==> config.mk <==
export PLATFORM = sky130hd
export DESIGN_NAME = sorted_timer_queue_core
export DESIGN_NICKNAME = d
export VERILOG_FILES = /design/src/design/stq_pkg.sv /design/src/design/sorted_timer_queue_core.sv
export SDC_FILE = /design/constraint.sdc
export NUM_CORES = 2
export LEC_CHECK = 0
export ABC_AREA = 1
export BUFFER_PORTS_ARGS = -buffer_cell sky130_fd_sc_hd__buf_2
export CAP_MARGIN = 20
export CORE_ASPECT_RATIO = 0.8
export CORE_UTILIZATION = 39
export DETAILED_ROUTE_END_ITERATION = 10
export GPL_TIMING_DRIVEN = 0
export SYNTH_ARGS = -nofsm -noshare
export SYNTH_HDL_FRONTEND = slang
export SYNTH_SLANG_ARGS = --single-unit
export TNS_END_PERCENT = 10
==> constraint.sdc <==
create_clock -name clk_i -period 7 [get_ports clk_i]
set_clock_uncertainty 0.15 [all_clocks]
set_input_delay 0.7 -clock clk_i [delete_from_list [all_inputs] [get_ports clk_i]]
set_output_delay 0.7 -clock clk_i [all_outputs]
set_load 0.1 [all_outputs]
==> src/design/stq_pkg.sv <==
package stq_pkg;

  // default pool size, sentinel in slot 0 included
  localparam int unsigned POOL_SLOTS_DEF = 16;

  localparam logic [7:0]  TICK_STEP_RST = 8'd10;
  localparam logic [31:0] FAULT_TIME    = 32'hffff_ff00;

  typedef enum logic {
    CMD_ADD  = 1'b0,
    CMD_TICK = 1'b1
  } cmd_e;

  typedef enum logic [1:0] {
    KIND_ADD     = 2'd0,
    KIND_EXPIRED = 2'd1,
    KIND_SUMMARY = 2'd2
  } kind_e;

  typedef enum logic [1:0] {
    STAT_OK      = 2'd0,
    STAT_INVALID = 2'd1,
    STAT_FULL    = 2'd2
  } status_e;

  // register index, taken from paddr[2]
  typedef enum logic {
    REG_TICK_STEP  = 1'b0,
    REG_SWITCH_TAG = 1'b1
  } reg_e;

  typedef enum logic [2:0] {
    S_IDLE,
    S_ADD_CMP,
    S_ADD_WALK,
    S_ADD_FIX,
    S_ADD_NEW,
    S_TICK_RD,
    S_TICK_CHK
  } state_e;

endpackage

==> src/design/sorted_timer_queue_core.sv <==
// Sorted timer queue: a rejected add answers straight from idle; an accepted one reads
// the list, if not empty, entry by entry (S_ADD_CMP, S_ADD_WALK), relinks a predecessor
// when there is one (S_ADD_FIX) and writes the new entry (S_ADD_NEW). Tick: S_TICK_RD reads
// the head, S_TICK_CHK pops it while due, then the summary follows. One pool read per step.
// One item at a time: busy_o rises for a valid add or tick, falls as the last result shows.
// Results sit on result_valid_o for one cycle, no stall; reset (async) empties list and time.
module sorted_timer_queue_core #(
  parameter int unsigned POOL_SLOTS = stq_pkg::POOL_SLOTS_DEF
) (
  input  logic                clk_i,
  input  logic                rst_ni,
  // command channel
  input  logic                start_i,
  output logic                busy_o,
  input  logic                command_i,
  input  logic [31:0]         delay_i,
  input  logic [31:0]         payload_i,
  // result channel
  output logic                result_valid_o,
  output stq_pkg::kind_e      kind_o,
  output stq_pkg::status_e    status_o,
  output logic [31:0]         expired_data_o,
  output logic                ctx_switch_o,
  output logic                time_fault_o,
  output logic                last_o,
  // configuration port
  input  logic                psel,
  input  logic                penable,
  input  logic                pwrite,
  input  logic [2:0]          paddr,
  input  logic [31:0]         pwdata,
  output logic [31:0]         prdata,
  output logic                pready
);
  import stq_pkg::*;

  localparam int unsigned SlotW = $clog2(POOL_SLOTS);

  // one pool entry: absolute target, payload, next slot in the sorted list
  typedef struct packed {
    logic [31:0]      target;
    logic [31:0]      payload;
    logic [SlotW-1:0] link;
  } entry_t;

  // ---------------------------------------------------------------------------
  // Configuration registers
  // ---------------------------------------------------------------------------
  logic [7:0]  tick_step_q;
  logic [31:0] switch_tag_q;
  logic        cfg_wr;
  reg_e        cfg_idx;

  assign pready  = 1'b1;
  assign cfg_idx = reg_e'(paddr[2]);
  assign cfg_wr  = psel & penable & pwrite & pready;

  always_ff @(posedge clk_i or negedge rst_ni) begin
    if (!rst_ni) begin
      tick_step_q  <= TICK_STEP_RST;
      switch_tag_q <= '0;
    end else if (cfg_wr) begin
      unique case (cfg_idx)
        REG_TICK_STEP:  tick_step_q  <= pwdata[7:0];
        REG_SWITCH_TAG: switch_tag_q <= pwdata;
        default:        ;
      endcase
    end
  end

  always_comb begin
    unique case (cfg_idx)
      REG_TICK_STEP:  prdata = {24'd0, tick_step_q};
      REG_SWITCH_TAG: prdata = switch_tag_q;
      default:        prdata = '0;
    endcase
  end

  // ---------------------------------------------------------------------------
  // Pool memory: one write port, one read port, read data registered
  // ---------------------------------------------------------------------------
  entry_t           pool_mem_q [POOL_SLOTS];
  entry_t           rd_data_q;
  logic             mem_re;
  logic [SlotW-1:0] mem_raddr;
  logic             mem_we;
  logic [SlotW-1:0] mem_waddr;
  entry_t           mem_wdata;

  always_ff @(posedge clk_i) begin
    if (mem_we) begin
      pool_mem_q[mem_waddr] <= mem_wdata;
    end
    if (mem_re) begin
      rd_data_q <= pool_mem_q[mem_raddr];
    end
  end

  // ---------------------------------------------------------------------------
  // Control and list state
  // ---------------------------------------------------------------------------
  state_e           state_q, state_d;
  logic [POOL_SLOTS-1:0] used_q, used_d;   // slot 0 is the sentinel, always used
  logic [SlotW-1:0] head_q, head_d;
  logic [31:0]      now_q, now_d;

  // per-item working registers
  logic [31:0]      tgt_q, tgt_d;
  logic [31:0]      pay_q, pay_d;
  logic [SlotW-1:0] slot_q, slot_d;        // slot being filled
  logic [SlotW-1:0] cur_q, cur_d;          // last entry with target below tgt (or equal, at the head)
  entry_t           cur_ent_q, cur_ent_d;
  logic [SlotW-1:0] nx_q, nx_d;            // entry whose read is in flight
  logic [SlotW-1:0] new_link_q, new_link_d;
  logic             head_upd_q, head_upd_d;
  logic             ts_q, ts_d;            // switch tag seen this tick
  logic             tf_q, tf_d;

  // result registers
  logic             res_valid_q, res_valid_d;
  kind_e            kind_q, kind_d;
  status_e          status_q, status_d;
  logic [31:0]      data_q, data_d;
  logic             ts_out_q, ts_out_d;
  logic             tf_out_q, tf_out_d;
  logic             last_q, last_d;

  // acceptance-time decode
  logic             accept;
  logic             add_invalid;
  logic             free_found;
  logic [SlotW-1:0] free_idx;
  logic [31:0]      now_tick;

  assign accept      = start_i & ~busy_o;
  // reject when delay >= 0xffffffff - now, i.e. delay >= ~now, so the target stays below 0xffffffff
  assign add_invalid = (delay_i == 32'd0) || (delay_i >= ~now_q);
  assign now_tick    = now_q + {24'd0, tick_step_q};

  // lowest free slot above the sentinel
  always_comb begin
    free_found = 1'b0;
    free_idx   = '0;
    for (int i = POOL_SLOTS - 1; i >= 1; i--) begin
      if (!used_q[i]) begin
        free_found = 1'b1;
        free_idx   = SlotW'(i);
      end
    end
  end

  // ---------------------------------------------------------------------------
  // Next state
  // ---------------------------------------------------------------------------
  always_comb begin
    state_d = state_q;
    unique case (state_q)
      S_IDLE: begin
        if (accept) begin
          if (cmd_e'(command_i) == CMD_TICK) begin
            state_d = S_TICK_RD;
          end else if (!add_invalid && free_found) begin
            state_d = (head_q == '0) ? S_ADD_NEW : S_ADD_CMP;
          end
        end
      end
      S_ADD_CMP: begin
        if (rd_data_q.target > tgt_q) begin
          state_d = S_ADD_NEW;
        end else if (rd_data_q.link == '0) begin
          state_d = S_ADD_FIX;
        end else begin
          state_d = S_ADD_WALK;
        end
      end
      S_ADD_WALK: begin
        if (rd_data_q.target >= tgt_q || rd_data_q.link == '0) begin
          state_d = S_ADD_FIX;
        end
      end
      S_ADD_FIX:  state_d = S_ADD_NEW;
      S_ADD_NEW:  state_d = S_IDLE;
      S_TICK_RD:  state_d = (head_q == '0) ? S_IDLE : S_TICK_CHK;
      S_TICK_CHK: state_d = (now_q < rd_data_q.target) ? S_IDLE : S_TICK_RD;
      default:    state_d = S_IDLE;
    endcase
  end

  // ---------------------------------------------------------------------------
  // Datapath, memory control and results
  // ---------------------------------------------------------------------------
  always_comb begin
    used_d      = used_q;
    head_d      = head_q;
    now_d       = now_q;
    tgt_d       = tgt_q;
    pay_d       = pay_q;
    slot_d      = slot_q;
    cur_d       = cur_q;
    cur_ent_d   = cur_ent_q;
    nx_d        = nx_q;
    new_link_d  = new_link_q;
    head_upd_d  = head_upd_q;
    ts_d        = ts_q;
    tf_d        = tf_q;

    res_valid_d = 1'b0;
    kind_d      = kind_q;
    status_d    = status_q;
    data_d      = data_q;
    ts_out_d    = ts_out_q;
    tf_out_d    = tf_out_q;
    last_d      = last_q;

    mem_re      = 1'b0;
    mem_raddr   = head_q;
    mem_we      = 1'b0;
    mem_waddr   = slot_q;
    mem_wdata   = '{target: tgt_q, payload: pay_q, link: new_link_q};

    unique case (state_q)
      S_IDLE: begin
        if (accept) begin
          if (cmd_e'(command_i) == CMD_TICK) begin
            now_d = now_tick;
            tf_d  = (now_tick >= FAULT_TIME);
            ts_d  = 1'b0;
          end else if (add_invalid || !free_found) begin
            res_valid_d = 1'b1;
            kind_d      = KIND_ADD;
            status_d    = add_invalid ? STAT_INVALID : STAT_FULL;
            data_d      = '0;
            ts_out_d    = 1'b0;
            tf_out_d    = 1'b0;
            last_d      = 1'b1;
          end else begin
            tgt_d      = now_q + delay_i;
            pay_d      = payload_i;
            slot_d     = free_idx;
            new_link_d = '0;
            head_upd_d = (head_q == '0);
            // fetch the head unless the list is empty
            mem_re     = (head_q != '0);
          end
        end
      end

      S_ADD_CMP: begin
        if (rd_data_q.target > tgt_q) begin
          // new entry becomes the head
          new_link_d = head_q;
          head_upd_d = 1'b1;
        end else begin
          // head with equal target keeps its place: walk from the head
          cur_d      = head_q;
          cur_ent_d  = rd_data_q;
          new_link_d = rd_data_q.link;
          nx_d       = rd_data_q.link;
          mem_re     = (rd_data_q.link != '0);
          mem_raddr  = rd_data_q.link;
        end
      end

      S_ADD_WALK: begin
        if (rd_data_q.target >= tgt_q) begin
          new_link_d = nx_q;
        end else begin
          cur_d      = nx_q;
          cur_ent_d  = rd_data_q;
          new_link_d = rd_data_q.link;
          nx_d       = rd_data_q.link;
          mem_re     = (rd_data_q.link != '0);
          mem_raddr  = rd_data_q.link;
        end
      end

      S_ADD_FIX: begin
        // point the predecessor at the new slot
        mem_we    = 1'b1;
        mem_waddr = cur_q;
        mem_wdata = '{target: cur_ent_q.target, payload: cur_ent_q.payload, link: slot_q};
      end

      S_ADD_NEW: begin
        mem_we         = 1'b1;
        used_d[slot_q] = 1'b1;
        if (head_upd_q) begin
          head_d = slot_q;
        end
        res_valid_d = 1'b1;
        kind_d      = KIND_ADD;
        status_d    = STAT_OK;
        data_d      = '0;
        ts_out_d    = 1'b0;
        tf_out_d    = 1'b0;
        last_d      = 1'b1;
      end

      S_TICK_RD: begin
        if (head_q == '0) begin
          res_valid_d = 1'b1;
          kind_d      = KIND_SUMMARY;
          status_d    = STAT_OK;
          data_d      = '0;
          ts_out_d    = ts_q;
          tf_out_d    = tf_q;
          last_d      = 1'b1;
        end else begin
          mem_re = 1'b1;
        end
      end

      S_TICK_CHK: begin
        if (now_q < rd_data_q.target) begin
          res_valid_d = 1'b1;
          kind_d      = KIND_SUMMARY;
          status_d    = STAT_OK;
          data_d      = '0;
          ts_out_d    = ts_q;
          tf_out_d    = tf_q;
          last_d      = 1'b1;
        end else begin
          used_d[head_q] = 1'b0;
          head_d         = rd_data_q.link;
          if (rd_data_q.payload != switch_tag_q) begin
            res_valid_d = 1'b1;
            kind_d      = KIND_EXPIRED;
            status_d    = STAT_OK;
            data_d      = rd_data_q.payload;
            ts_out_d    = 1'b0;
            tf_out_d    = 1'b0;
            last_d      = 1'b0;
          end else begin
            ts_d = 1'b1;
          end
        end
      end

      default: ;
    endcase
  end

  // control state
  always_ff @(posedge clk_i or negedge rst_ni) begin
    if (!rst_ni) begin
      state_q     <= S_IDLE;
      used_q      <= {{(POOL_SLOTS-1){1'b0}}, 1'b1};
      head_q      <= '0;
      now_q       <= '0;
      res_valid_q <= 1'b0;
      head_upd_q  <= 1'b0;
      ts_q        <= 1'b0;
      tf_q        <= 1'b0;
    end else begin
      state_q     <= state_d;
      used_q      <= used_d;
      head_q      <= head_d;
      now_q       <= now_d;
      res_valid_q <= res_valid_d;
      head_upd_q  <= head_upd_d;
      ts_q        <= ts_d;
      tf_q        <= tf_d;
    end
  end

  // working and result payload
  always_ff @(posedge clk_i) begin
    tgt_q      <= tgt_d;
    pay_q      <= pay_d;
    slot_q     <= slot_d;
    cur_q      <= cur_d;
    cur_ent_q  <= cur_ent_d;
    nx_q       <= nx_d;
    new_link_q <= new_link_d;
    kind_q     <= kind_d;
    status_q   <= status_d;
    data_q     <= data_d;
    ts_out_q   <= ts_out_d;
    tf_out_q   <= tf_out_d;
    last_q     <= last_d;
  end

  assign busy_o         = (state_q != S_IDLE);
  assign result_valid_o = res_valid_q;
  assign kind_o         = kind_q;
  assign status_o       = status_q;
  assign expired_data_o = data_q;
  assign ctx_switch_o   = ts_out_q;
  assign time_fault_o   = tf_out_q;
  assign last_o         = last_q;

endmodule

Yosys cells after proc, flatten, opt, wreduce, memory -nomap -nowiden

Memories as Yosys holds them, arrays and structs flattened. A register that Yosys moved wholly into a read port is not among the register bits.
Cells that the tools add are included.
Widths: inputs -> output; s select.

Bits in registers: 282
RAM bits: 1088
Input bits: 106
Output and inout port bits: 74
Logic and storage cells: 240
Memories: 1

Memories:

| memory     | words | bits a word | rd ports | clocked after Yosys merged registers in | write ports | line                          | source |
|---|---|---|---|---|---|---|---|
| pool_mem_q | 16    | 68          | 1        | 1                                       | 1           | sorted_timer_queue_core.sv:82 | `entry_t pool_mem_q [POOL_SLOTS];` |

$add $sub $neg: 2
Magnitude comparators: 9
Eq/ne operators: 22
Muxes and demuxes: 132
Bitwise gates (word level): 11
Reductions and logical operators: 37

Operator list:

| kind                 | count |
|---|---|
| $mux 68              | 3 |
| $mux 32              | 6 |
| $pmux 68 s2          | 1 |
| $pmux 32 s4          | 1 |
| $mux 4               | 20 |
| $ge 32x32->1         | 2 |
| $pmux 32 s2          | 1 |
| $mux 1               | 54 |
| $mux 3               | 12 |
| $add 32x32->32       | 1 |
| $add 32x8->32        | 1 |
| $ge 32x32->1 const B | 1 |
| $gt 32x32->1         | 1 |
| $logic_not 32->1     | 1 |
| $lt 32x32->1         | 1 |
| $ne 32x32->1         | 1 |
| $not 32->32          | 1 |
| $pmux 16 s2          | 1 |
| $pmux 4 s2           | 4 |
| $mux 2               | 15 |
| $ne 2x2->1 const B   | 13 |
| $pmux 1 s4           | 5 |
| $pmux 3 s6           | 1 |
| $and 16x16->16       | 1 |
| other kinds (30)     | 65 |

Longest topological paths before layout

Depth in word-level cells: 21
Mapped depth: 26
Mapped depth without buffers: 24

Least setup slack after synthesis

OpenSTA, ideal clock, no wires.

Path kind: input-to-reg
From: input delay_i[17]
To: register, netlist name rd_data_q[0]
Setup time: 0.428 ns
Data arrival time: 6.761 ns
Required time: 6.422 ns
Slack: -0.339 ns
Cell stages on the path: 13
Path buffers: 0
Cell sequence: ha_1 > a21oi_1 > nor2_1 > nor2_1 > o21ai_0 > a21oi_1 > a21boi_0 > o21ai_0 > nor2_1 > inv_1 > nor2_1 > nand2_1 > nand2_1

Word-level cells in the longest chain between the ends: 7
Elaborated cells on any way between the ends: 8
Those cells by class: order compare: 1; mux: 4; reduce/logical: 3

Ends and longest elaborated chain:

| what                                                    | line                           | source |
|---|---|---|
| start, declared                                         | sorted_timer_queue_core.sv:16  | `input logic [31:0] delay_i,` |
| $ge 32x32->1 / $logic_not 32->1 (equally long branches) | sorted_timer_queue_core.sv:137 | `assign add_invalid = (delay_i == 32'd0) \|\| (delay_i >= ~now_q);` |
| $logic_or 1x1->1 *                                      | sorted_timer_queue_core.sv:137 |  |
| $logic_or 1x1->1 *                                      | sorted_timer_queue_core.sv:228 | `end else if (add_invalid \|\| !free_found) begin` |
| $mux 1 *                                                | sorted_timer_queue_core.sv:228 |  |
| $mux 1 *                                                | sorted_timer_queue_core.sv:224 | `if (cmd_e'(command_i) == CMD_TICK) begin` |
| $mux 1 *                                                | sorted_timer_queue_core.sv:223 | `if (accept) begin` |
| $pmux 1 s4 *                                            | sorted_timer_queue_core.sv:221 | `unique case (state_q)` |
| via mem_re                                              | sorted_timer_queue_core.sv:84  | `logic mem_re;` |

Mark *: on every way through the listed nets, which the timed path passes. The rest lies on a longest branch.
A chain may end at the register's enable or synchronous reset.

Worst setup path in the final report

From: register, netlist name rd_data_q[67]
To: register, netlist name rd_data_q[61]

Word-level cells in the longest chain between the ends: 3
Elaborated cells on any way between the ends: 8
Those cells by class: order compare: 2; mux: 6

Ends and longest elaborated chain:

| what                                                | line                                                           | source |
|---|---|---|
| $ge 32x32->1 / $gt 32x32->1 (equally long branches) | sorted_timer_queue_core.sv:265, sorted_timer_queue_core.sv:249 |  |
| $mux 1, or another cell as far along                | sorted_timer_queue_core.sv:265                                 | `if (rd_data_q.target >= tgt_q) begin` |
| $pmux 1 s4 / $pmux 4 s2 (equally long branches)     | sorted_timer_queue_core.sv:221                                 |  |

Several ways; a longest one is shown, not always the timed one.

==> results.toml <==
[finish]
regArea_sq_mm = 0.0427
multi_input_area_sq_mm = 0.0178
fill_cells = 15200
layout_commonest_cell = "nand2_1"
area_growth_pct = 15.8
nNetsFinal = 6865
drive_above_1_share_pct = 10.6
most-common-layout-cells = "nand2_1, edfxtp_1, nand3_1"

[timing]
rsz0062_at_grt = "false"
finalCriticalPeriod_ns = 5.04
whs_ns = 0.0530
clock.fmax_ghz = 0.199
setup_tns_ns = 0
setup_viol = 0
worst_pin_slew_ns = 1.17
finalCritPeriodShare_pct = 71.9
drv_slew = 0
worst_slack_ns = 1.96
finalHoldViolations = 0
max-slew-margin-rel_pct = 21.4

[floorplan]
initial_utilization_pct = 39.5
die_area_sq_mm = 0.169
die_h_um = 368
core-area_sq_mm = 0.165
fp-row-count = 133
ios = 180
die_w_um = 459

[cts]
cts_tree = "done"
root_buffer = "clkbuf_16"
cts_setup_buffers = 0
cts_resized = 0
clk_pin_slew_worst_paths_ns = 0.07
numCtsBuffers = 141
h-tree-depth = 4
cts_hold_buf = 61
worstSkewPairLatency_ns = 0.80
cts_buffer_depth = 3
cts_sinks = 1437

[hold_path]
whs_path_depth = 3
min-delay-start = "pwdata[0]"
min_path_type = "primary input to flip-flop"
hold_end = "tick_step_q[0]$_DFFE_PN0P_"

[synthesis]
synth_largest_area_cell = "edfxtp_1"
ys_top_cells_by_area = "edfxtp_1, nand3_1, nand2_1"
ys_types = 52
yosysSeqAreaShare_pct = 65.4
ys_warn_count = 0
yosys.area.top_type_share_pct = 61.6
netlist_area_sq_mm = 0.0653
synth_edf_count = 1339
syn_nets = 6413
ys_async_sr_fraction_pct = 6.82
syn_inst = 6201
synthFlopType = "edfxtp_1"
avgSynthCellArea_sq_um = 10.5
ys_ff_latch = 1437

[flow_run]
drv_cap = 0

[grt]
grt_pass1_vias = 45000
grt_util_met1_pct = 36.3
antenna_found_initial = 15
track_usage_pct = 24.4
use_met2_pct = 35.1
use_met3_pct = 4.98
grt_max_degree = 60
overflow = 0
grt_pass1_wl_mm = 303
top_usage_layer = "met1"

[setup_path]
ff2ff_setup_slack_ns = 1.96
critPathArrivalTime_ns = 5.42
worstPathRequired_ns = 7.39
r2r_start = "rd_data_q[67]$_DFFE_PP_"
r2r_end = "rd_data_q[61]$_DFFE_PP_"
worstSetupPathType = "flip-flop to flip-flop"
cp_max_fo = 10
rr_worst_depth = 17
startpoint_type = "flip-flop"
critPathCaptureType = "flip-flop"

[route]
ant_nets = 0
vias = 48400
wire_per_inst_um = 23.2
wl_mm = 209
drt_iter0_markers = 6632
drc = 0
drt_pass1_iterations = 6
viasPerCell = 5.37

[place]
place_ws_ns = 1.81
place.gp.congestion = 0.893
port-buffer-count = 175
hpwl_mm = 146

[outcome]
status = "finished, final reports clean"
-- state kept, by name, summed over array words and instances, names as in the netlist, 4 cells and up --
signal / flops
cur_ent_q: 64
cur_q: 4
expired_data_o: 32
head_q: 4
new_link_q: 4
now_q: 32
nx_q: 4
pay_q: 32
pool_mem_q: 1088
rd_data_q: 68
slot_q: 4
switch_tag_q: 32
tgt_q: 32
tick_step_q: 8
used_q: 15
-- per-stage QoR --
stage / cell area [sq um] / util, % / cells
2_1_floorplan: 65300 / - / 6201
3_3_place_gp: 68900 / 41.7 / 8603
3_5_place_dp: 70400 / 42.6 / 8676
4_1_cts: 75500 / 45.7 / 8995
5_1_grt: 75500 / 45.7 / 8996
6_report: 75600 / 45.7 / 9000
-- routing by layer --
layer  wire [um]  vias up
met5          58        -
met4        6690       10
met3       22800      332
met2       87700     2511
met1       91600    23600
li1            -    21900
-- cells by family (layout without fill, tap and decap cells) --
group	after synthesis	count (layout)	synth area share (%)
buf+inv	1234	1801	7.71
flops	1437	1437	65.4
simple gates	2993	2993	20.7
fa+ha+maj	106	106	2.06
xor+xnor	81	81	1.09
compound gates	326	326	2.69
mux	23	23	0.397
other cells	1	6	0.00575
-- worst max-delay path, stage by stage (launching register included) --
cell and delay, ns:
edfxtp_1 0.43, ha_1 0.32, nand2_1 0.08, nor2_2 0.16, nand4_2 0.18, a21oi_1 0.38
nor2_2 0.12, nand2_2 0.11, nand2_2 0.09, nand2_1 0.29, o211ai_2 0.12, o22ai_1 0.16
buf_2 0.58, buf_6 0.29, buf_2 0.63, nand3_1 0.33, nand3_1 0.23, nand2_1 0.10
-- worst max path at each step --
stage                            startpoint                      end  slack [ns]  depth (start not counted)
global route          now_q[17]$_DFFE_PN0P_  rd_data_q[35]$_DFFE_PP_        1.77                         15
floorplan                       delay_i[17]   rd_data_q[0]$_DFFE_PP_        0.86                         13
detailed placement              delay_i[29]  rd_data_q[32]$_DFFE_PP_        1.81                         15
CTS                   now_q[17]$_DFFE_PN0P_  rd_data_q[35]$_DFFE_PP_        2.03                         15
global placement                delay_i[11]  rd_data_q[30]$_DFFE_PP_       -3.69                         13
finish              rd_data_q[67]$_DFFE_PP_  rd_data_q[61]$_DFFE_PP_        1.96                         17
-- cell usage after synthesis (all sizes together), types with 28 or more instances --
master	count
nand3b	110
ha	104
edfxtp	1339
clkbuf	115
dfrtp	96
xor2	70
nor3	28
inv	906
a21oi	85
nand3	1276
o21ai	192
nand2	1391
nor2	135
buf	211
-- layout make-up --
type	instances	share of cell area (%)
repair buffers	309	3.59
well taps	2227	3.69
clock buffers	187	5.02
inverters	908	4.51
flip-flops and latches	1437	56.5
diodes	5	0.0166
multi-input cells	3530	23.5
plain buffers	326	2.15
clock inverters	71	1.03
Power is left out: the tool's default activity adds up to more than one toggle a clock period on the data nets, which glitch-free logic cannot reach.
